--- src/rtl/msfs_pkg.sv ---
// ----------------------------------------------------------------------------
// msfs_pkg
// Shared types and constants for the multi-server finish scheduler.
// ----------------------------------------------------------------------------
`default_nettype none

package msfs_pkg;

    localparam int MAX_SERVERS = 16;
    localparam int TIME_W      = 32;
    localparam int CNT_W       = $clog2(MAX_SERVERS + 1);
    localparam int CFG_W       = 5;

    typedef logic [TIME_W-1:0] time_t;
    typedef logic [CNT_W-1:0]  cnt_t;

    typedef struct packed {
        time_t arrival_time;
        time_t duration;
        logic  last_task;
    } task_t;

    typedef struct packed {
        time_t finish_time;
        time_t makespan;
        logic  batch_done;
    } result_t;

    typedef struct packed {
        logic  valid;
        time_t value;
    } entry_t;

    typedef enum logic [1:0] {
        OP_NOP = 2'd0,
        OP_POP = 2'd1,
        OP_INS = 2'd2,
        OP_CLR = 2'd3
    } cell_op_t;

    typedef struct packed {
        cell_op_t op;
        time_t    value;
    } cell_ctrl_t;

    function automatic time_t sat_add(input time_t a, input time_t b);
        logic [TIME_W:0] s;
        s = {1'b0, a} + {1'b0, b};
        return s[TIME_W] ? {TIME_W{1'b1}} : s[TIME_W-1:0];
    endfunction

endpackage

`default_nettype wire

--- src/rtl/msfs_cell.sv ---
// ----------------------------------------------------------------------------
// msfs_cell
// One slot of the sorted finish-time chain. Pops from its right neighbor,
// inserts in order by looking at its left neighbor's compare.
// ----------------------------------------------------------------------------
`default_nettype none

module msfs_cell import msfs_pkg::*;
(
    input  wire logic       clk,
    input  wire logic       rst_n,
    input  wire cell_ctrl_t ctrl,
    input  wire entry_t     left,
    input  wire logic       left_gt,
    input  wire entry_t     right,
    output entry_t          ent,
    output logic            gt
);

    logic  valid_reg, valid_next;
    time_t value_reg, value_next;

    // slot is free or holds a later time than the one being inserted
    assign gt = !valid_reg || (value_reg > ctrl.value);

    always_comb
    begin
        valid_next = valid_reg;
        value_next = value_reg;
        case (ctrl.op)
            OP_POP:
            begin
                valid_next = right.valid;
                value_next = right.value;
            end
            OP_INS:
            begin
                if (gt)
                begin
                    if (left_gt)
                    begin
                        valid_next = left.valid;
                        value_next = left.value;
                    end
                    else
                    begin
                        valid_next = 1'b1;
                        value_next = ctrl.value;
                    end
                end
            end
            OP_CLR:
            begin
                valid_next = 1'b0;
            end
            default:
            begin
                valid_next = valid_reg;
            end
        endcase
    end

    always_ff @(posedge clk or negedge rst_n)
    begin
        if (!rst_n)
            valid_reg <= 1'b0;
        else
            valid_reg <= valid_next;
    end

    always_ff @(posedge clk)
    begin
        value_reg <= value_next;
    end

    assign ent.valid = valid_reg;
    assign ent.value = value_reg;

endmodule

`default_nettype wire

--- src/rtl/msfs_chain.sv ---
// ----------------------------------------------------------------------------
// msfs_chain
// Row of cells kept in ascending order; the head holds the earliest finish.
// ----------------------------------------------------------------------------
`default_nettype none

module msfs_chain import msfs_pkg::*;
(
    input  wire logic       clk,
    input  wire logic       rst_n,
    input  wire cell_ctrl_t ctrl,
    output entry_t          head
);

    entry_t ents [MAX_SERVERS];
    logic   gts  [MAX_SERVERS];

    genvar i;
    generate
        for (i = 0; i < MAX_SERVERS; i++)
        begin : g_cell
            entry_t l_ent, r_ent;
            logic   l_gt;

            if (i == 0)
            begin : g_first
                assign l_ent = '0;
                assign l_gt  = 1'b0;
            end
            else
            begin : g_mid
                assign l_ent = ents[i-1];
                assign l_gt  = gts[i-1];
            end

            if (i == MAX_SERVERS - 1)
            begin : g_last
                assign r_ent = '0;
            end
            else
            begin : g_inner
                assign r_ent = ents[i+1];
            end

            msfs_cell u_cell (
                .clk     (clk),
                .rst_n   (rst_n),
                .ctrl    (ctrl),
                .left    (l_ent),
                .left_gt (l_gt),
                .right   (r_ent),
                .ent     (ents[i]),
                .gt      (gts[i])
            );
        end
    endgenerate

    assign head = ents[0];

    generate
        for (i = 1; i < MAX_SERVERS; i++)
        begin : g_chk
            a_sorted: assert property (@(posedge clk) disable iff (!rst_n)
                (ents[i].valid |-> (ents[i-1].valid &&
                                    ents[i-1].value <= ents[i].value)))
                else $error("finish-time chain out of order");
        end
    endgenerate

endmodule

`default_nettype wire

--- src/rtl/multi_server_finish_scheduler_top.sv ---
// ----------------------------------------------------------------------------
// multi_server_finish_scheduler_top
// Dispatches tasks to a server pool, tracking busy finish times in a sorted
// chain of cells; returns each task's finish time and the running makespan.
// ----------------------------------------------------------------------------
// Result strobe: done is registered from S_INS, reached from the start transfer via S_CALC.
// Each task passes a head read/pop step (S_CALC), then an ordered insert (S_INS).
// busy is high only in the pop cycle; a new start is taken during the insert.
// Reset clears the chain valid bits, counts and makespan; pool size = 1.
// The receiver cannot stall: done is a single-cycle strobe.
`default_nettype none

module multi_server_finish_scheduler_top import msfs_pkg::*;
(
    input  wire logic             clk,
    input  wire logic             rst_n,
    input  wire logic             start,
    output logic                  busy,
    input  wire task_t            task_in,
    input  wire logic             cfg_valid,
    output logic                  cfg_ready,
    input  wire logic [CFG_W-1:0] cfg_data,
    output logic                  done,
    output result_t               result
);

    typedef enum logic [2:0] {
        S_IDLE = 3'b001,
        S_CALC = 3'b010,
        S_INS  = 3'b100
    } state_t;

    state_t           state_reg, state_next;
    task_t            task_reg;
    time_t            finish_reg, finish_next;
    time_t            largest_reg, largest_next;
    cnt_t             count_reg, count_next;
    logic [CFG_W-1:0] server_count_reg;
    logic             done_reg;
    result_t          result_reg;

    cell_ctrl_t ctrl;
    entry_t     head;
    cnt_t       pool;
    logic       take_free;
    logic       accept;
    time_t      start_time;
    time_t      makespan_new;

    assign busy      = (state_reg == S_CALC);
    assign accept    = start && !busy;
    assign cfg_ready = 1'b1;

    always_comb
    begin
        if (server_count_reg == '0)
            pool = cnt_t'(1);
        else if ({{(32-CFG_W){1'b0}}, server_count_reg} > MAX_SERVERS)
            pool = cnt_t'(MAX_SERVERS);
        else
            pool = cnt_t'(server_count_reg);
    end

    assign take_free  = (count_reg < pool) && (count_reg < cnt_t'(MAX_SERVERS));
    assign start_time = (!take_free && head.value > task_reg.arrival_time) ?
                        head.value : task_reg.arrival_time;
    assign finish_next  = sat_add(start_time, task_reg.duration);
    assign makespan_new = (finish_reg > largest_reg) ? finish_reg : largest_reg;

    always_comb
    begin
        state_next   = state_reg;
        count_next   = count_reg;
        largest_next = largest_reg;
        ctrl.op      = OP_NOP;
        ctrl.value   = finish_reg;
        case (state_reg)
            S_IDLE:
            begin
                if (accept)
                    state_next = S_CALC;
            end
            S_CALC:
            begin
                // earliest finish leaves the chain when no server is free
                if (!take_free)
                begin
                    ctrl.op    = OP_POP;
                    count_next = count_reg - cnt_t'(1);
                end
                state_next = S_INS;
            end
            S_INS:
            begin
                if (task_reg.last_task)
                begin
                    ctrl.op      = OP_CLR;
                    count_next   = '0;
                    largest_next = '0;
                end
                else
                begin
                    ctrl.op      = OP_INS;
                    count_next   = count_reg + cnt_t'(1);
                    largest_next = makespan_new;
                end
                state_next = accept ? S_CALC : S_IDLE;
            end
            default:
            begin
                state_next = S_IDLE;
            end
        endcase
    end

    always_ff @(posedge clk or negedge rst_n)
    begin
        if (!rst_n)
        begin
            state_reg        <= S_IDLE;
            count_reg        <= '0;
            largest_reg      <= '0;
            server_count_reg <= CFG_W'(1);
            done_reg         <= 1'b0;
        end
        else
        begin
            state_reg   <= state_next;
            count_reg   <= count_next;
            largest_reg <= largest_next;
            done_reg    <= (state_reg == S_INS);
            if (cfg_valid && cfg_ready)
                server_count_reg <= cfg_data;
        end
    end

    always_ff @(posedge clk)
    begin
        if (accept)
            task_reg <= task_in;
        if (state_reg == S_CALC)
            finish_reg <= finish_next;
        if (state_reg == S_INS)
        begin
            result_reg.finish_time <= finish_reg;
            result_reg.makespan    <= makespan_new;
            result_reg.batch_done  <= task_reg.last_task;
        end
    end

    msfs_chain u_chain (
        .clk   (clk),
        .rst_n (rst_n),
        .ctrl  (ctrl),
        .head  (head)
    );

    assign done   = done_reg;
    assign result = result_reg;

    a_calc_then_ins: assert property (@(posedge clk) disable iff (!rst_n)
        (state_reg == S_CALC) |=> (state_reg == S_INS))
        else $error("pop cycle not followed by insert");

    a_done_after_ins: assert property (@(posedge clk) disable iff (!rst_n)
        done |-> $past(state_reg == S_INS))
        else $error("result strobe without insert");

    a_count_range: assert property (@(posedge clk) disable iff (!rst_n)
        count_reg <= cnt_t'(MAX_SERVERS))
        else $error("busy count beyond chain length");

    a_makespan_ge: assert property (@(posedge clk) disable iff (!rst_n)
        done |-> (result.makespan >= result.finish_time))
        else $error("makespan below finish time");

    a_head_valid: assert property (@(posedge clk) disable iff (!rst_n)
        (count_reg != '0) |-> head.valid)
        else $error("chain head empty with servers busy");

endmodule

`default_nettype wire
--- config.mk ---
export PLATFORM = sky130hd
export DESIGN_NAME = multi_server_finish_scheduler_top
export DESIGN_NICKNAME = d
export VERILOG_FILES = /design/src/rtl/msfs_pkg.sv /design/src/rtl/msfs_cell.sv /design/src/rtl/msfs_chain.sv /design/src/rtl/multi_server_finish_scheduler_top.sv
export SDC_FILE = /design/constraint.sdc
export NUM_CORES = 2
export LEC_CHECK = 0
export BUFFER_PORTS_ARGS = -buffer_cell sky130_fd_sc_hd__buf_2
export CORE_MARGIN = 1
export CORE_UTILIZATION = 40
export CTS_CLUSTER_DIAMETER = 40
export DETAILED_ROUTE_END_ITERATION = 16
export PLACE_DENSITY = 0.67
export SYNTH_ARGS = -nofsm -noshare
export SYNTH_HDL_FRONTEND = slang
export SYNTH_SLANG_ARGS = --single-unit
--- constraint.sdc ---
create_clock -name clk -period 21.6 [get_ports clk]
set_input_delay 5.4 -clock clk [delete_from_list [all_inputs] [get_ports clk]]
set_output_delay 5.4 -clock clk [all_outputs]
set_load 0.005 [all_outputs]
# Word level (Yosys, flattened, before mapping)
# Index checks and enable logic that the tools add are counted.
# classes
order_cmp,21
eq_ne,24
addsub,3
muxes,108
n_reduce_logical,76
# op_table
op,n
$mux W32,34
$pmux W32 S2,16
$gt A32 B32 Y1,18
$reduce_and A2 Y1,33
$pmux W1 S3,15
$ne A2 B2 Y1 const B,17
$add A32 B32 Y33,1
$mux W1,33
$mux W5,4
$logic_not A1 Y1,18
$logic_or A1 B1 Y1,16
$pmux W5 S2,1
$pmux W3 S3,1
$reduce_bool A2 Y1,3
$add A5 B1 Y5 const B,1
$gt A5 B5 Y1 const B,1
$logic_not A5 Y1,1
$lt A5 B5 Y1,1
$lt A5 B5 Y1 const B,1
$sub A5 B1 Y5 const B,1
$eq A2 B2 Y1 const B,2
$pmux W2 S2,1
$eq A3 B1 Y1 const B,1
$eq A3 B2 Y1 const B,1
9 further kinds,11
# word_totals
wordCells,276
reg_bits,736
output_inout_bits,68

# Logic depth before layout (Yosys ltp)
# depth
ltp_word,11
mapped_depth,22
depth_no_buf,20

# Cells and area by module
# Synthesis repeated with hierarchy kept, for this count alone.
# hier_totals
cells_unflattened,5255
hier_area_um2,52469.1
# by_module_without_submodules
module,area_per_inst_um2,cells_each,n_inst
msfs_cell,2583.7,271,16
multi_server_finish_scheduler_top,11125.7,918,1
msfs_chain,3.8,1,1

# Least setup slack after synthesis
# OpenSTA, ideal clock, no wires.
# synth_path
kind,in2reg
startpoint,in start
endpoint,reg task_reg[0] (netlist name) (enable)
n_path_buf,0
arrival_time_ns,8.257
setup_slack_ns,12.848
setup_ns,0.495
path_stages,1
path_cell_list,nor2b_1
# synth_between
elab_chain_len,1
# synth_rtl
item,line,text
"start, declared",multi_server_finish_scheduler_top.sv:17,"input wire logic start,"
$logic_and A1 B1 Y1,multi_server_finish_scheduler_top.sv:51,assign accept = start && !busy;
"end signal, assigned",multi_server_finish_scheduler_top.sv:140,task_reg <= task_in;
"end, declared",multi_server_finish_scheduler_top.sv:34,task_t task_reg;
# Every way passes these cells.
# A chain may end at the register's enable or synchronous reset.

# Final worst setup path
# layout_path
startpoint,reg state_reg[2]
endpoint,out busy
# layout_between
elab_chain_len,1
# layout_rtl
item,line,text
"start, declared",multi_server_finish_scheduler_top.sv:33,"state_t state_reg, state_next;"
"start signal, assigned",multi_server_finish_scheduler_top.sv:128,state_reg <= state_next;
$eq A3 B2 Y1,multi_server_finish_scheduler_top.sv:50,assign busy = (state_reg == S_CALC);
"end, declared",multi_server_finish_scheduler_top.sv:18,"output logic busy,"
# Every way passes these cells.

==> reports/results.ini <==
[setup_path]
cp_slowest_cell = buf_4
cp_cell_sequence = nor3b_2, buf_4, buf_2
critPathMaxFanout = 36
end_kind = output port
r2r-end = u_chain.g_cell[4].u_cell.value_reg[19]
ff2ff_path_depth = 14
critPathRequiredTime_ns = 16.20
cpPeakStageDelay_ns = 0.47
critPathLaunchType = flip-flop
cp.arrival_ns = 2.17
critPathBufInv = 2
r2r_slack_ns = 15.31
crit_type = reg2out
cpLargestDelayFamily = buffers and inverters
rr_startpoint = server_count_reg[4]

[placed_design]
pre_cts_ws_ns = 14.83
dp_hpwl_um = 142000
portBuffers = 140
place_congestion = 0.969
dp.cells = 7092

[timing]
drv_slew = 0
clock_skew_ns = 0.0404
worst_slack_ns = 14.03
setup_viol = 0
relSlewSlack = 0.119
fin_tns_setup_ns = 0
finalHoldViolations = 0
max_freq_ghz = 0.132
period_minus_slack_ns = 7.57
finalCritPeriodShare = 0.350
rsz0062_at_grt = no
worst_pin_slew_ns = 1.32

[drt]
drc = 0
drt-vias-per-instance = 6.81
vias = 50008
final_antenna_net_count = 0
dr.pass1.iters = 8
drt_iter0_markers = 6955
routedWlPerCell_um = 28.5
routed_wl_um = 209000

[clocking]
cts.sinks = 736
path_clk_slew_ns = 0.06
cts_tree = done
postCtsSetupBuffers = 0
htree_levels = 4
clkLatencyLatePin_ns = 0.78
numCtsBuffers = 136
cts_buffer_depth = 3
cts-root-buf = clkbuf_16
ctsHoldBuffers = 0
ctsResizeCount = 0

[worst_hold_path]
hold_path_startpoint = largest_reg[7]
holdPathStages = 2
hold_path.class = reg2reg
min_to = largest_reg[7]

[layout]
drive_gt1_frac = 0.117
final_util = 0.457
nets = 6154
syn2layout_area_growth_pct = 13.2
largest_register_ffs = 512
final_cells = 7342

[synth]
yosysUniqueCellTypes = 78
synth_seq_area_share = 0.403
synth_area_leaders = edfxtp_1, ha_1, o31ai_1
synth_top_area_share = 0.375
synth.most_common_cell = edfxtp_1
synth-edff-count = 674
synth_largest_area_cell = edfxtp_1
synth_fp_nets = 6222
syn_area_per_cell_um2 = 9.77
yosys_warnings = 0
ys.flop_type = edfxtp_1
synthArstFlopShare = 0.0842
ys_top_cells_by_count = edfxtp_1, ha_1, nor2_1
synth_cells = 5530
netlist_area_mm2 = 0.0540
ys_ff_latch = 736

[floorplan]
die_w_um = 370
dieArea_mm2 = 0.137
start_util = 0.404
num_rows = 134
pin_count = 142
dieHeight_um = 370
design.core.area_mm2 = 0.134

[pwr]
powerDensity_mw_per_mm2 = 123
leakagePower_nw = 23.7
max-vdd-ir-drop_uv = 89.2

[global_route]
grt_max_degree = 242
antenna_found_initial = 11
grt_pass1_vias = 47077
track_usage = 0.298
overflow = 0
grt_pass1_wl_um = 306000

[run]
drv_cap = 0

[run_status]
status = finished clean

-- per-layer routing --
| layer | track usage | part of all wire | vias up |
|---|---|---|---|
| li1 | - | - | 21636 |
| met1 | 0.384 | 0.38 | 24222 |
| met2 | 0.436 | 0.42 | 3336 |
| met3 | 0.0937 | 0.13 | 806 |
| met4 | 0.173 | 0.065 | 8 |
| met5 | 0.00819 | 0.00091 | - |
-- through the flow --
stage / hold WS, ns / area, um2 / power (mW)
4_1_cts: 0.500 / 61200 / 7.38
3_3_place_gp: 0.480 / 56400 / 5.03
2_1_floorplan: 0.447 / 54000 / 4.11
6_report: 0.501 / 61200 / 7.50
5_1_grt: 0.520 / 61200 / 7.79
3_5_place_dp: 0.488 / 56400 / 5.12
-- area by class of cell --
cell class | count | area [um2]
Inverter | 176 | 661
Clock inverter | 88 | 1190
Sequential cell | 736 | 21800
Antenna cell | 2 | 5.00
Multi-Input combinational cell | 4113 | 29800
Timing Repair Buffer | 299 | 1920
Fill cell | 12441 | 72600
Clock buffer | 160 | 3570
Tap cell | 1768 | 2210
-- layout by cell type, fill, tap and decap left out, types with 11 or more instances in the layout --
cell type / Yosys / routed
nand4_1: 211 / 211
o311ai_1: 28 / 28
o221ai_1: 15 / 15
nor2_1: 536 / 524
nand3_1: 143 / 143
edfxtp_1: 674 / 674
clkinv_2: 0 / 12
a21o_1: 260 / 259
bufinv_16: 0 / 20
o31ai_1: 356 / 356
dfrtp_1: 60 / 59
buf_4: 9 / 158
a211oi_1: 35 / 35
xnor2_1: 20 / 20
nand2b_1: 15 / 15
a31oi_1: 390 / 389
o21a_1: 53 / 51
or3_1: 17 / 17
ha_1: 617 / 616
mux2_2: 39 / 39
a21oi_1: 206 / 200
inv_1: 174 / 171
a221oi_1: 17 / 17
o21ai_0: 138 / 138
inv_6: 0 / 14
a221o_1: 33 / 33
nor3_1: 138 / 137
a311oi_2: 13 / 13
clkbuf_16: 0 / 138
nand2_1: 247 / 246
o211ai_1: 318 / 318
nor2b_1: 29 / 28
buf_2: 57 / 139
clkbuf_1: 417 / 19
nor2_2: 0 / 11
mux2i_1: 99 / 99
clkinv_1: 0 / 11
-- worst min-delay path, stage by stage, from the launching register on --
cell	delay, ns
dfrtp_1	0.34
nand2_1	0.05
o311ai_1	0.07
-- where the power goes --
group          switching, mW  internal, mW  leakage, nW
registers              0.326          1.98         6.82
clock network          0.830          1.44         2.29
logic                   2.00         0.937         14.6
-- kinds of logic after synthesis --
| family | share of synthesized area |
|---|---|
| AO/OA/AOI/OAI | 0.251 |
| buffers and inverters | 0.0508 |
| adder cells (fa/ha/maj) | 0.143 |
| flip-flops | 0.403 |
| multiplexers | 0.0265 |
| XOR/XNOR | 0.00454 |
| AND/OR/NAND/NOR | 0.120 |
| other | 0.0000694 |
-- worst max-delay path by stage --
stage                 startpoint          end  slack (ns)  cells past startpoint
global placement    state_reg[2]         busy       14.88                      3
global route        state_reg[2]         busy       13.98                      3
detailed placement  state_reg[2]         busy       14.83                      3
floorplan                  start  task_reg[0]       12.85                      1
CTS                 state_reg[2]         busy       14.02                      3
finish              state_reg[2]         busy       14.03                      3
(Power assumes the default switching activity.)
